$ cat src/rtl/core/phcc_pkg.sv
package phcc_pkg;

    localparam int KEY_BITS       = 64;
    localparam int TOKEN_BITS     = 48;
    localparam int TOTAL_BITS     = TOKEN_BITS + 1;
    localparam int TRACE_BITS     = 16;
    localparam int STRIDE_BITS    = 13;
    localparam int MAX_STRIDE     = 4096;
    localparam int POS_BITS       = $clog2(MAX_STRIDE);
    localparam int STATUS_BITS    = 2;
    localparam int CFG_INDEX_BITS = 2;
    localparam int CFG_DATA_BITS  = 16;

    localparam int HASH_SHL = 12;
    localparam int HASH_SHR = 32;
    localparam logic [KEY_BITS-1:0] GOLDEN_ADD = 64'h9e37_79b9_7f4a_7c15;

    // result queue: two entries per request plus room for the head in flight
    localparam int QUEUE_DEPTH     = 4;
    localparam int QUEUE_PTR_BITS  = $clog2(QUEUE_DEPTH);
    localparam int QUEUE_CNT_BITS  = QUEUE_PTR_BITS + 1;

    localparam logic [CFG_INDEX_BITS-1:0] CFG_HASH_ENABLE  = 2'd0;
    localparam logic [CFG_INDEX_BITS-1:0] CFG_TRACE_TOKENS = 2'd1;
    localparam logic [CFG_INDEX_BITS-1:0] CFG_STRIDE       = 2'd2;

    typedef enum logic [STATUS_BITS-1:0] {
        STATUS_OK       = 2'd0,
        STATUS_NEG_LEN  = 2'd1,
        STATUS_MISMATCH = 2'd2
    } status_t;

    typedef enum logic {
        KIND_KEY    = 1'b0,
        KIND_STATUS = 1'b1
    } kind_t;

    typedef struct packed {
        kind_t                kind;
        logic [KEY_BITS-1:0]  key;
        status_t              status;
        logic                 last;
    } result_t;

endpackage

$ cat src/rtl/core/prefix_hash_chain_coarsener.sv
// Channel   Signals                                   Direction
// -------   ---------------------------------------   ---------
// in        in_valid/in_stall, key_value, token_len,   input
//           request_end
// out       out_valid/out_stall, result_kind,          output
//           coarse_key, status, last_result
// cfg       cfg_we, cfg_index, cfg_wdata               input
//
// One key per cycle while in_stall is low: a request goes into an input
// register and, once the queue has room, the hash chain, stride counter
// and token total are updated and the results go into a four-entry result
// queue. An end key with an emitted key makes two results in two entries.
// in_stall rises when the input register is full and the queue has fewer
// than two free entries. Reset clears configuration to its defaults, the
// request state and the queue; no clearing pass.
module prefix_hash_chain_coarsener
(
    input  logic                                  clk,
    input  logic                                  rst_n,

    input  logic                                  cfg_we,
    input  logic [phcc_pkg::CFG_INDEX_BITS-1:0]   cfg_index,
    input  logic [phcc_pkg::CFG_DATA_BITS-1:0]    cfg_wdata,

    input  logic                                  in_valid,
    output logic                                  in_stall,
    input  logic [phcc_pkg::KEY_BITS-1:0]         key_value,
    input  logic signed [phcc_pkg::TOKEN_BITS-1:0] token_len,
    input  logic                                  request_end,

    output logic                                  out_valid,
    input  logic                                  out_stall,
    output logic                                  result_kind,
    output logic [phcc_pkg::KEY_BITS-1:0]         coarse_key,
    output logic [phcc_pkg::STATUS_BITS-1:0]      status,
    output logic                                  last_result
);
    import phcc_pkg::*;

    // configuration
    logic                     hash_enable_reg;
    logic [TRACE_BITS-1:0]    trace_tokens_reg;
    logic [STRIDE_BITS-1:0]   stride_reg;

    // input register
    logic                     in_valid_reg;
    logic [KEY_BITS-1:0]      key_reg;
    logic [TOKEN_BITS-1:0]    len_reg;
    logic                     end_reg;

    // request state
    logic [KEY_BITS-1:0]      hash_reg, hash_next;
    logic [POS_BITS-1:0]      pos_reg, pos_next;
    logic [TOTAL_BITS-1:0]    total_reg, total_next;

    // result queue
    result_t                  queue_mem [QUEUE_DEPTH];
    logic [QUEUE_PTR_BITS-1:0] wr_ptr_reg, rd_ptr_reg;
    logic [QUEUE_CNT_BITS-1:0] count_reg, count_next;

    logic                     in_accept;
    logic                     advance;
    logic                     pop;

    logic [TRACE_BITS-1:0]    trace_eff;
    logic [STRIDE_BITS-1:0]   stride_eff;
    logic [KEY_BITS-1:0]      hash_mix;
    logic [KEY_BITS-1:0]      hash_new;
    logic [KEY_BITS-1:0]      chained;
    logic [STRIDE_BITS-1:0]   pos_inc;
    logic                     emit;
    logic [TOTAL_BITS:0]      sum_now;
    logic [TOTAL_BITS-1:0]    total_sat;
    logic [TOTAL_BITS:0]      sum_ahead;
    logic [TOTAL_BITS:0]      len_ext;
    logic                     mismatch;
    status_t                  end_status;
    result_t                  key_result;
    result_t                  status_result;
    result_t                  first_result;
    logic                     push_first;
    logic                     push_second;
    logic [QUEUE_CNT_BITS-1:0] push_count;

    // handshakes; the queue must hold two more results before an item moves on
    assign in_accept = in_valid && !in_stall;
    assign advance   = in_valid_reg && (count_reg <= QUEUE_CNT_BITS'(QUEUE_DEPTH - 2));
    assign in_stall  = in_valid_reg && !advance;
    assign out_valid = (count_reg != '0);
    assign pop       = out_valid && !out_stall;

    always_ff @(posedge clk or negedge rst_n)
    begin
        if (!rst_n)
        begin
            hash_enable_reg  <= 1'b1;
            trace_tokens_reg <= TRACE_BITS'(1);
            stride_reg       <= STRIDE_BITS'(1);
        end
        else if (cfg_we)
        begin
            unique case (cfg_index)
                CFG_HASH_ENABLE:  hash_enable_reg  <= cfg_wdata[0];
                CFG_TRACE_TOKENS: trace_tokens_reg <= cfg_wdata[TRACE_BITS-1:0];
                CFG_STRIDE:       stride_reg       <= cfg_wdata[STRIDE_BITS-1:0];
                default:          ;
            endcase
        end
    end

    // zero trace size acts as one; stride is clamped to 1..MAX_STRIDE
    always_comb
    begin
        trace_eff = (trace_tokens_reg == '0) ? TRACE_BITS'(1) : trace_tokens_reg;
        if (stride_reg == '0)
            stride_eff = STRIDE_BITS'(1);
        else if (stride_reg > STRIDE_BITS'(MAX_STRIDE))
            stride_eff = STRIDE_BITS'(MAX_STRIDE);
        else
            stride_eff = stride_reg;
    end

    // hash chain step
    assign hash_mix = key_reg + GOLDEN_ADD + (hash_reg << HASH_SHL) + (hash_reg >> HASH_SHR);
    assign hash_new = hash_reg ^ hash_mix;
    assign chained  = hash_enable_reg ? hash_new : key_reg;

    // stride position
    assign pos_inc = {1'b0, pos_reg} + STRIDE_BITS'(1);
    assign emit    = (pos_inc >= stride_eff);

    // token total saturates at all ones; the top sum bit is the overflow
    assign sum_now   = {1'b0, total_reg} + (TOTAL_BITS+1)'(trace_eff);
    assign total_sat = sum_now[TOTAL_BITS] ? {TOTAL_BITS{1'b1}} : sum_now[TOTAL_BITS-1:0];

    // count is right when total <= len < total + trace; a saturated look-ahead
    // is above any legal length, so the unsaturated sum gives the same answer
    assign sum_ahead = {1'b0, total_sat} + (TOTAL_BITS+1)'(trace_eff);
    assign len_ext   = {2'b00, len_reg};
    assign mismatch  = ({1'b0, total_sat} > len_ext) || (sum_ahead <= len_ext);

    always_comb
    begin
        if (len_reg[TOKEN_BITS-1])
            end_status = STATUS_NEG_LEN;
        else if (len_reg != '0 && mismatch)
            end_status = STATUS_MISMATCH;
        else
            end_status = STATUS_OK;
    end

    always_comb
    begin
        key_result.kind      = KIND_KEY;
        key_result.key       = chained;
        key_result.status    = STATUS_OK;
        key_result.last      = !end_reg;

        status_result.kind   = KIND_STATUS;
        status_result.key    = '0;
        status_result.status = end_status;
        status_result.last   = 1'b1;

        first_result = emit ? key_result : status_result;
        push_first   = advance && (emit || end_reg);
        push_second  = advance && emit && end_reg;
        push_count   = QUEUE_CNT_BITS'(push_first) + QUEUE_CNT_BITS'(push_second);
    end

    // request state; everything clears after the end key
    always_comb
    begin
        hash_next  = hash_reg;
        pos_next   = pos_reg;
        total_next = total_reg;
        if (advance)
        begin
            if (end_reg)
            begin
                hash_next  = '0;
                pos_next   = '0;
                total_next = '0;
            end
            else
            begin
                if (hash_enable_reg)
                    hash_next = hash_new;
                pos_next   = emit ? '0 : pos_inc[POS_BITS-1:0];
                total_next = total_sat;
            end
        end
    end

    assign count_next = count_reg + push_count - QUEUE_CNT_BITS'(pop);

    always_ff @(posedge clk or negedge rst_n)
    begin
        if (!rst_n)
        begin
            in_valid_reg <= 1'b0;
            hash_reg     <= '0;
            pos_reg      <= '0;
            total_reg    <= '0;
            wr_ptr_reg   <= '0;
            rd_ptr_reg   <= '0;
            count_reg    <= '0;
        end
        else
        begin
            if (in_accept)
                in_valid_reg <= 1'b1;
            else if (advance)
                in_valid_reg <= 1'b0;
            hash_reg   <= hash_next;
            pos_reg    <= pos_next;
            total_reg  <= total_next;
            wr_ptr_reg <= wr_ptr_reg + QUEUE_PTR_BITS'(push_count);
            if (pop)
                rd_ptr_reg <= rd_ptr_reg + QUEUE_PTR_BITS'(1);
            count_reg  <= count_next;
        end
    end

    // input payload register
    always_ff @(posedge clk)
    begin
        if (in_accept)
        begin
            key_reg <= key_value;
            len_reg <= token_len;
            end_reg <= request_end;
        end
    end

    // result queue storage
    always_ff @(posedge clk)
    begin
        if (push_first)
            queue_mem[wr_ptr_reg] <= first_result;
        if (push_second)
            queue_mem[wr_ptr_reg + QUEUE_PTR_BITS'(1)] <= status_result;
    end

    result_t head;
    assign head        = queue_mem[rd_ptr_reg];
    assign result_kind = head.kind;
    assign coarse_key  = head.key;
    assign status      = head.status;
    assign last_result = head.last;

endmodule

$ cat config.mk
export PLATFORM = sky130hd
export DESIGN_NAME = prefix_hash_chain_coarsener
export DESIGN_NICKNAME = d
export VERILOG_FILES = /design/src/rtl/core/phcc_pkg.sv /design/src/rtl/core/prefix_hash_chain_coarsener.sv
export SDC_FILE = /design/constraint.sdc
export NUM_CORES = 1
export LEC_CHECK = 0
export BUFFER_PORTS_ARGS = -buffer_cell sky130_fd_sc_hd__buf_2
export CAP_MARGIN = 20
export CORE_ASPECT_RATIO = 1.5
export CORE_MARGIN = 2
export CORE_UTILIZATION = 25
export CTS_BUF_LIST = sky130_fd_sc_hd__clkbuf_16
export DETAILED_ROUTE_END_ITERATION = 6
export GPL_TIMING_DRIVEN = 0
export MAX_ROUTING_LAYER = met4
export PLACE_DENSITY = 0.39
export SYNTH_ARGS = -nofsm -noshare
export SYNTH_HDL_FRONTEND = slang
export SYNTH_SLANG_ARGS = --single-unit
$ cat constraint.sdc
create_clock -name clk -period 11.7 [get_ports clk]
set_input_delay 1.17 -clock clk [delete_from_list [all_inputs] [get_ports clk]]
set_output_delay 1.17 -clock clk [all_outputs]
set_load 0.05 [all_outputs]
==> results.json <==
{
  "async_flop_share_pct": 29.7,
  "hpwl_mm": 109,
  "slew_headroom_pct": 25.7,
  "yosys.area_share.adder_pct": 12.9,
  "synth_cell_type_count": 97,
  "rows": 164,
  "grt_pass1_wl_mm": 196,
  "rsz0062_at_grt": "no",
  "ant_nets": 0,
  "dr.first_iter.drc_count": 1455,
  "clk_pin_slew_ns": 0.06,
  "fin_setup_tns_ns": 0,
  "synth_top_family_by_area": "compound AO/OA/AOI/OAI gates",
  "max_freq_mhz": 100,
  "critPathTopFamily": "compound AO/OA/AOI/OAI gates",
  "grt_use_total_pct": 20.3,
  "yosys.area.top_type_share_pct": 15.7,
  "dieWidth_um": 304,
  "viasPerCell": 5.01,
  "area_delta_synth_final_pct": 17.7,
  "synth-simple-area-share_pct": 11.1,
  "cts_buffers": 70,
  "crit_path_start_kind": "register",
  "die_h_um": 453,
  "setup_viol_count_final": 0,
  "seq_area_frac_synth_pct": 38.6,
  "fin_skew_ns": 0.0508,
  "worst_hold_path_type": "in -> async",
  "yosysMostFrequentCell": "ha_1",
  "synth_nets": 3853,
  "crit_required_ns": 12.24,
  "clk_latency_ns": 0.71,
  "reg2reg_depth": 35,
  "ctsLongestPathBuffers": 3,
  "synth_warnings": 0,
  "cts_max_level": 3,
  "crit_path_frequent_cell": "a21o_1",
  "yosys-top-cells-count": "309 x ha_1, 264 x dfxtp_1, 257 x inv_1, 255 x nand2_1, 250 x a22o_1",
  "largest_reg_flops": 272,
  "synth-xor-area-share_pct": 5.69,
  "placed_area_um2": 37100,
  "synthCells": 3384,
  "drc": 0,
  "route.vias.total": 27500,
  "antenna_found_initial": 4,
  "wl_met2_mm": 73.7,
  "post_cts_resized": 0,
  "synthTopCellsByArea": "dfxtp_1 16%, dfrtp_1 12%, ha_1 11%",
  "ys.flop_type": "dfxtp_1",
  "yosys.area.top_type": "dfxtp_1",
  "holdWs_ns": 0.443,
  "max-cap-violations": 0,
  "layout.cells.non_filler": 5482,
  "cp.depth": 35,
  "crit_type": "reg -> reg",
  "cts_sinks": 548,
  "crit_fanout": 10,
  "nNetsFinal": 4148,
  "slowest_delay_ns": 0.68,
  "synth.area.mux_share_pct": 6.00,
  "cts_setup_buffers": 0,
  "port_buffers": 205,
  "layout-drive-gt1-share_pct": 13.5,
  "finalHoldViolCount": 0,
  "globalplace.congestion": 0.925,
  "crit_slowest_cell": "a2111oi_0",
  "routed-wl-met3_mm": 4.37,
  "fillers": 14300,
  "drt-met1-wl_mm": 52.3,
  "num_io_pins": 206,
  "p_per_area_nw_per_um2": 315,
  "holdBufCountCts": 0,
  "firstDrtPassIters": 5,
  "drt_wl_total_mm": 137,
  "crit_buf_inv": 4,
  "final.period_utilization_pct": 85.0,
  "status": "finished, final reports clean",
  "cp_data_arrival_time_ns": 10.49,
  "postSynthAreaPerCell_um2": 9.94,
  "cts_tree": "done",
  "placed_cells": 5347,
  "peakVddDrop_mv": 0.138,
  "ys_seq_elements": 548,
  "coreArea_um2": 133000,
  "fin_area_um2": 39600,
  "die-area_um2": 138000,
  "grt_max_degree": 97,
  "synth_edf_count": 121,
  "crit_path_end_kind": "register",
  "grt_pass1_vias": 28300,
  "power.static_leakage_nw": 17.3,
  "wl_per_cell_um": 25.0,
  "start_util_pct": 25.2,
  "root_buffer": "clkbuf_16",
  "period_minus_slack_ns": 9.95,
  "syn_area_um2": 33700,
  "dr.max_layer_used": "met4",
  "tightest_slew_ns": 1.11,
  "utilization_pct": 29.7,
  "grt.overflow.total": 0,
  "synth_compound_area_share_pct": 20.6,
  "slew_violations": 0
}
[per-layer routing]
layer,global-route usage (%),vias up
li1,-,13100
met1,21.5,13600
met2,37.5,591
met3,1.98,182
met4,9.49,0
met5,-,-
[final cells by class]
type,instances,area (um^2),area share [%]
Sequential cell,548,13000,32.8
Tap cell,1743,2180,5.51
Buffer,185,716,1.81
Inverter,257,965,2.44
Timing Repair Buffer,223,1260,3.18
Antenna cell,2,5.00,0.0126
Clock buffer,73,1830,4.61
Clock inverter,57,621,1.57
Multi-Input combinational cell,2394,19000,48.1
[kinds of logic (layout without fill, tap and decap cells)]
family / count (synthesis) / after routing
AO/OA/AOI/OAI: 974 / 974
AND/OR/NAND/NOR: 773 / 773
flip-flops: 548 / 548
buffers and inverters: 442 / 795
adder cells (fa/ha/maj): 334 / 334
XOR/XNOR: 201 / 201
multiplexers: 112 / 112
other: 0 / 2
[power by group]
group | leakage [nW] | switching, mW | internal [mW]
logic | 10.7 | 4.66 | 2.72
clock network | 1.21 | 1.01 | 1.32
registers | 5.40 | 0.385 | 2.38
total | 17.3 | 6.05 | 6.42
[per-stage QoR]
step	total power [mW]	setup WS, ns
after global routing	13.4	1.15
after CTS	12.6	1.52
after global placement	10.2	1.54
final	12.5	1.75
after floorplan	7.80	4.69
after detailed placement	10.2	1.59
[worst register-to-register path, delay by kind of cell, from the launching register on]
| kind | cells | cell delay, ns |
|---|---|---|
| AOI/OAI and AO/OA | 21 | 5.43 |
| buffers and inverters | 4 | 1.61 |
| and+or+nand+nor | 6 | 1.24 |
| DFF | 1 | 0.38 |
| adders and majority gates | 3 | 0.96 |
| xor gates and xnor gates | 1 | 0.18 |
[cell usage in the layout, fill, tap and decap left out, types with 20 or more instances in the layout]
cell type	Yosys	routed
a21oi_1	163	163
edfxtp_1	121	121
nor2b_1	21	21
nand3_1	61	61
nand4_1	51	51
a211oi_1	56	49
nor2_1	181	180
or3_1	25	25
xnor2_1	135	135
and3_1	27	27
ha_1	309	309
clkbuf_1	146	146
nand2_1	255	255
o21ai_0	180	180
o2bb2ai_1	20	20
dfxtp_1	264	264
o21a_1	31	31
nor4_1	28	28
buf_2	10	215
mux2_2	37	37
inv_1	257	267
nor3_1	44	44
mux4_2	68	68
clkbuf_16	0	73
dfrtp_1	160	160
xor2_1	55	55
a22o_1	250	250
a21o_1	97	97
fa_1	24	24
buf_1	26	26
[final timing paths]
kind | startpoint | end | slack (ns)
setup reg to reg | trace_tokens_reg[2]$_DFFE_PN0P_ | queue_mem[1][2]$_DFFE_PP_ | 1.75
setup / recovery | trace_tokens_reg[2]$_DFFE_PN0P_ | queue_mem[1][2]$_DFFE_PP_ | 1.75
hold reg to reg | queue_mem[1][64]$_SDFFE_PP0P_ | queue_mem[1][64]$_SDFFE_PP0P_ | 0.45
min in group clk | queue_mem[1][64]$_SDFFE_PP0P_ | queue_mem[1][64]$_SDFFE_PP0P_ | 0.45
hold / removal | rst_n | trace_tokens_reg[14]$_DFFE_PN0P_ | 0.44
max in group asynchronous | rst_n | hash_reg[10]$_DFFE_PN0P_ | 10.21
(Power assumes the default switching activity.)
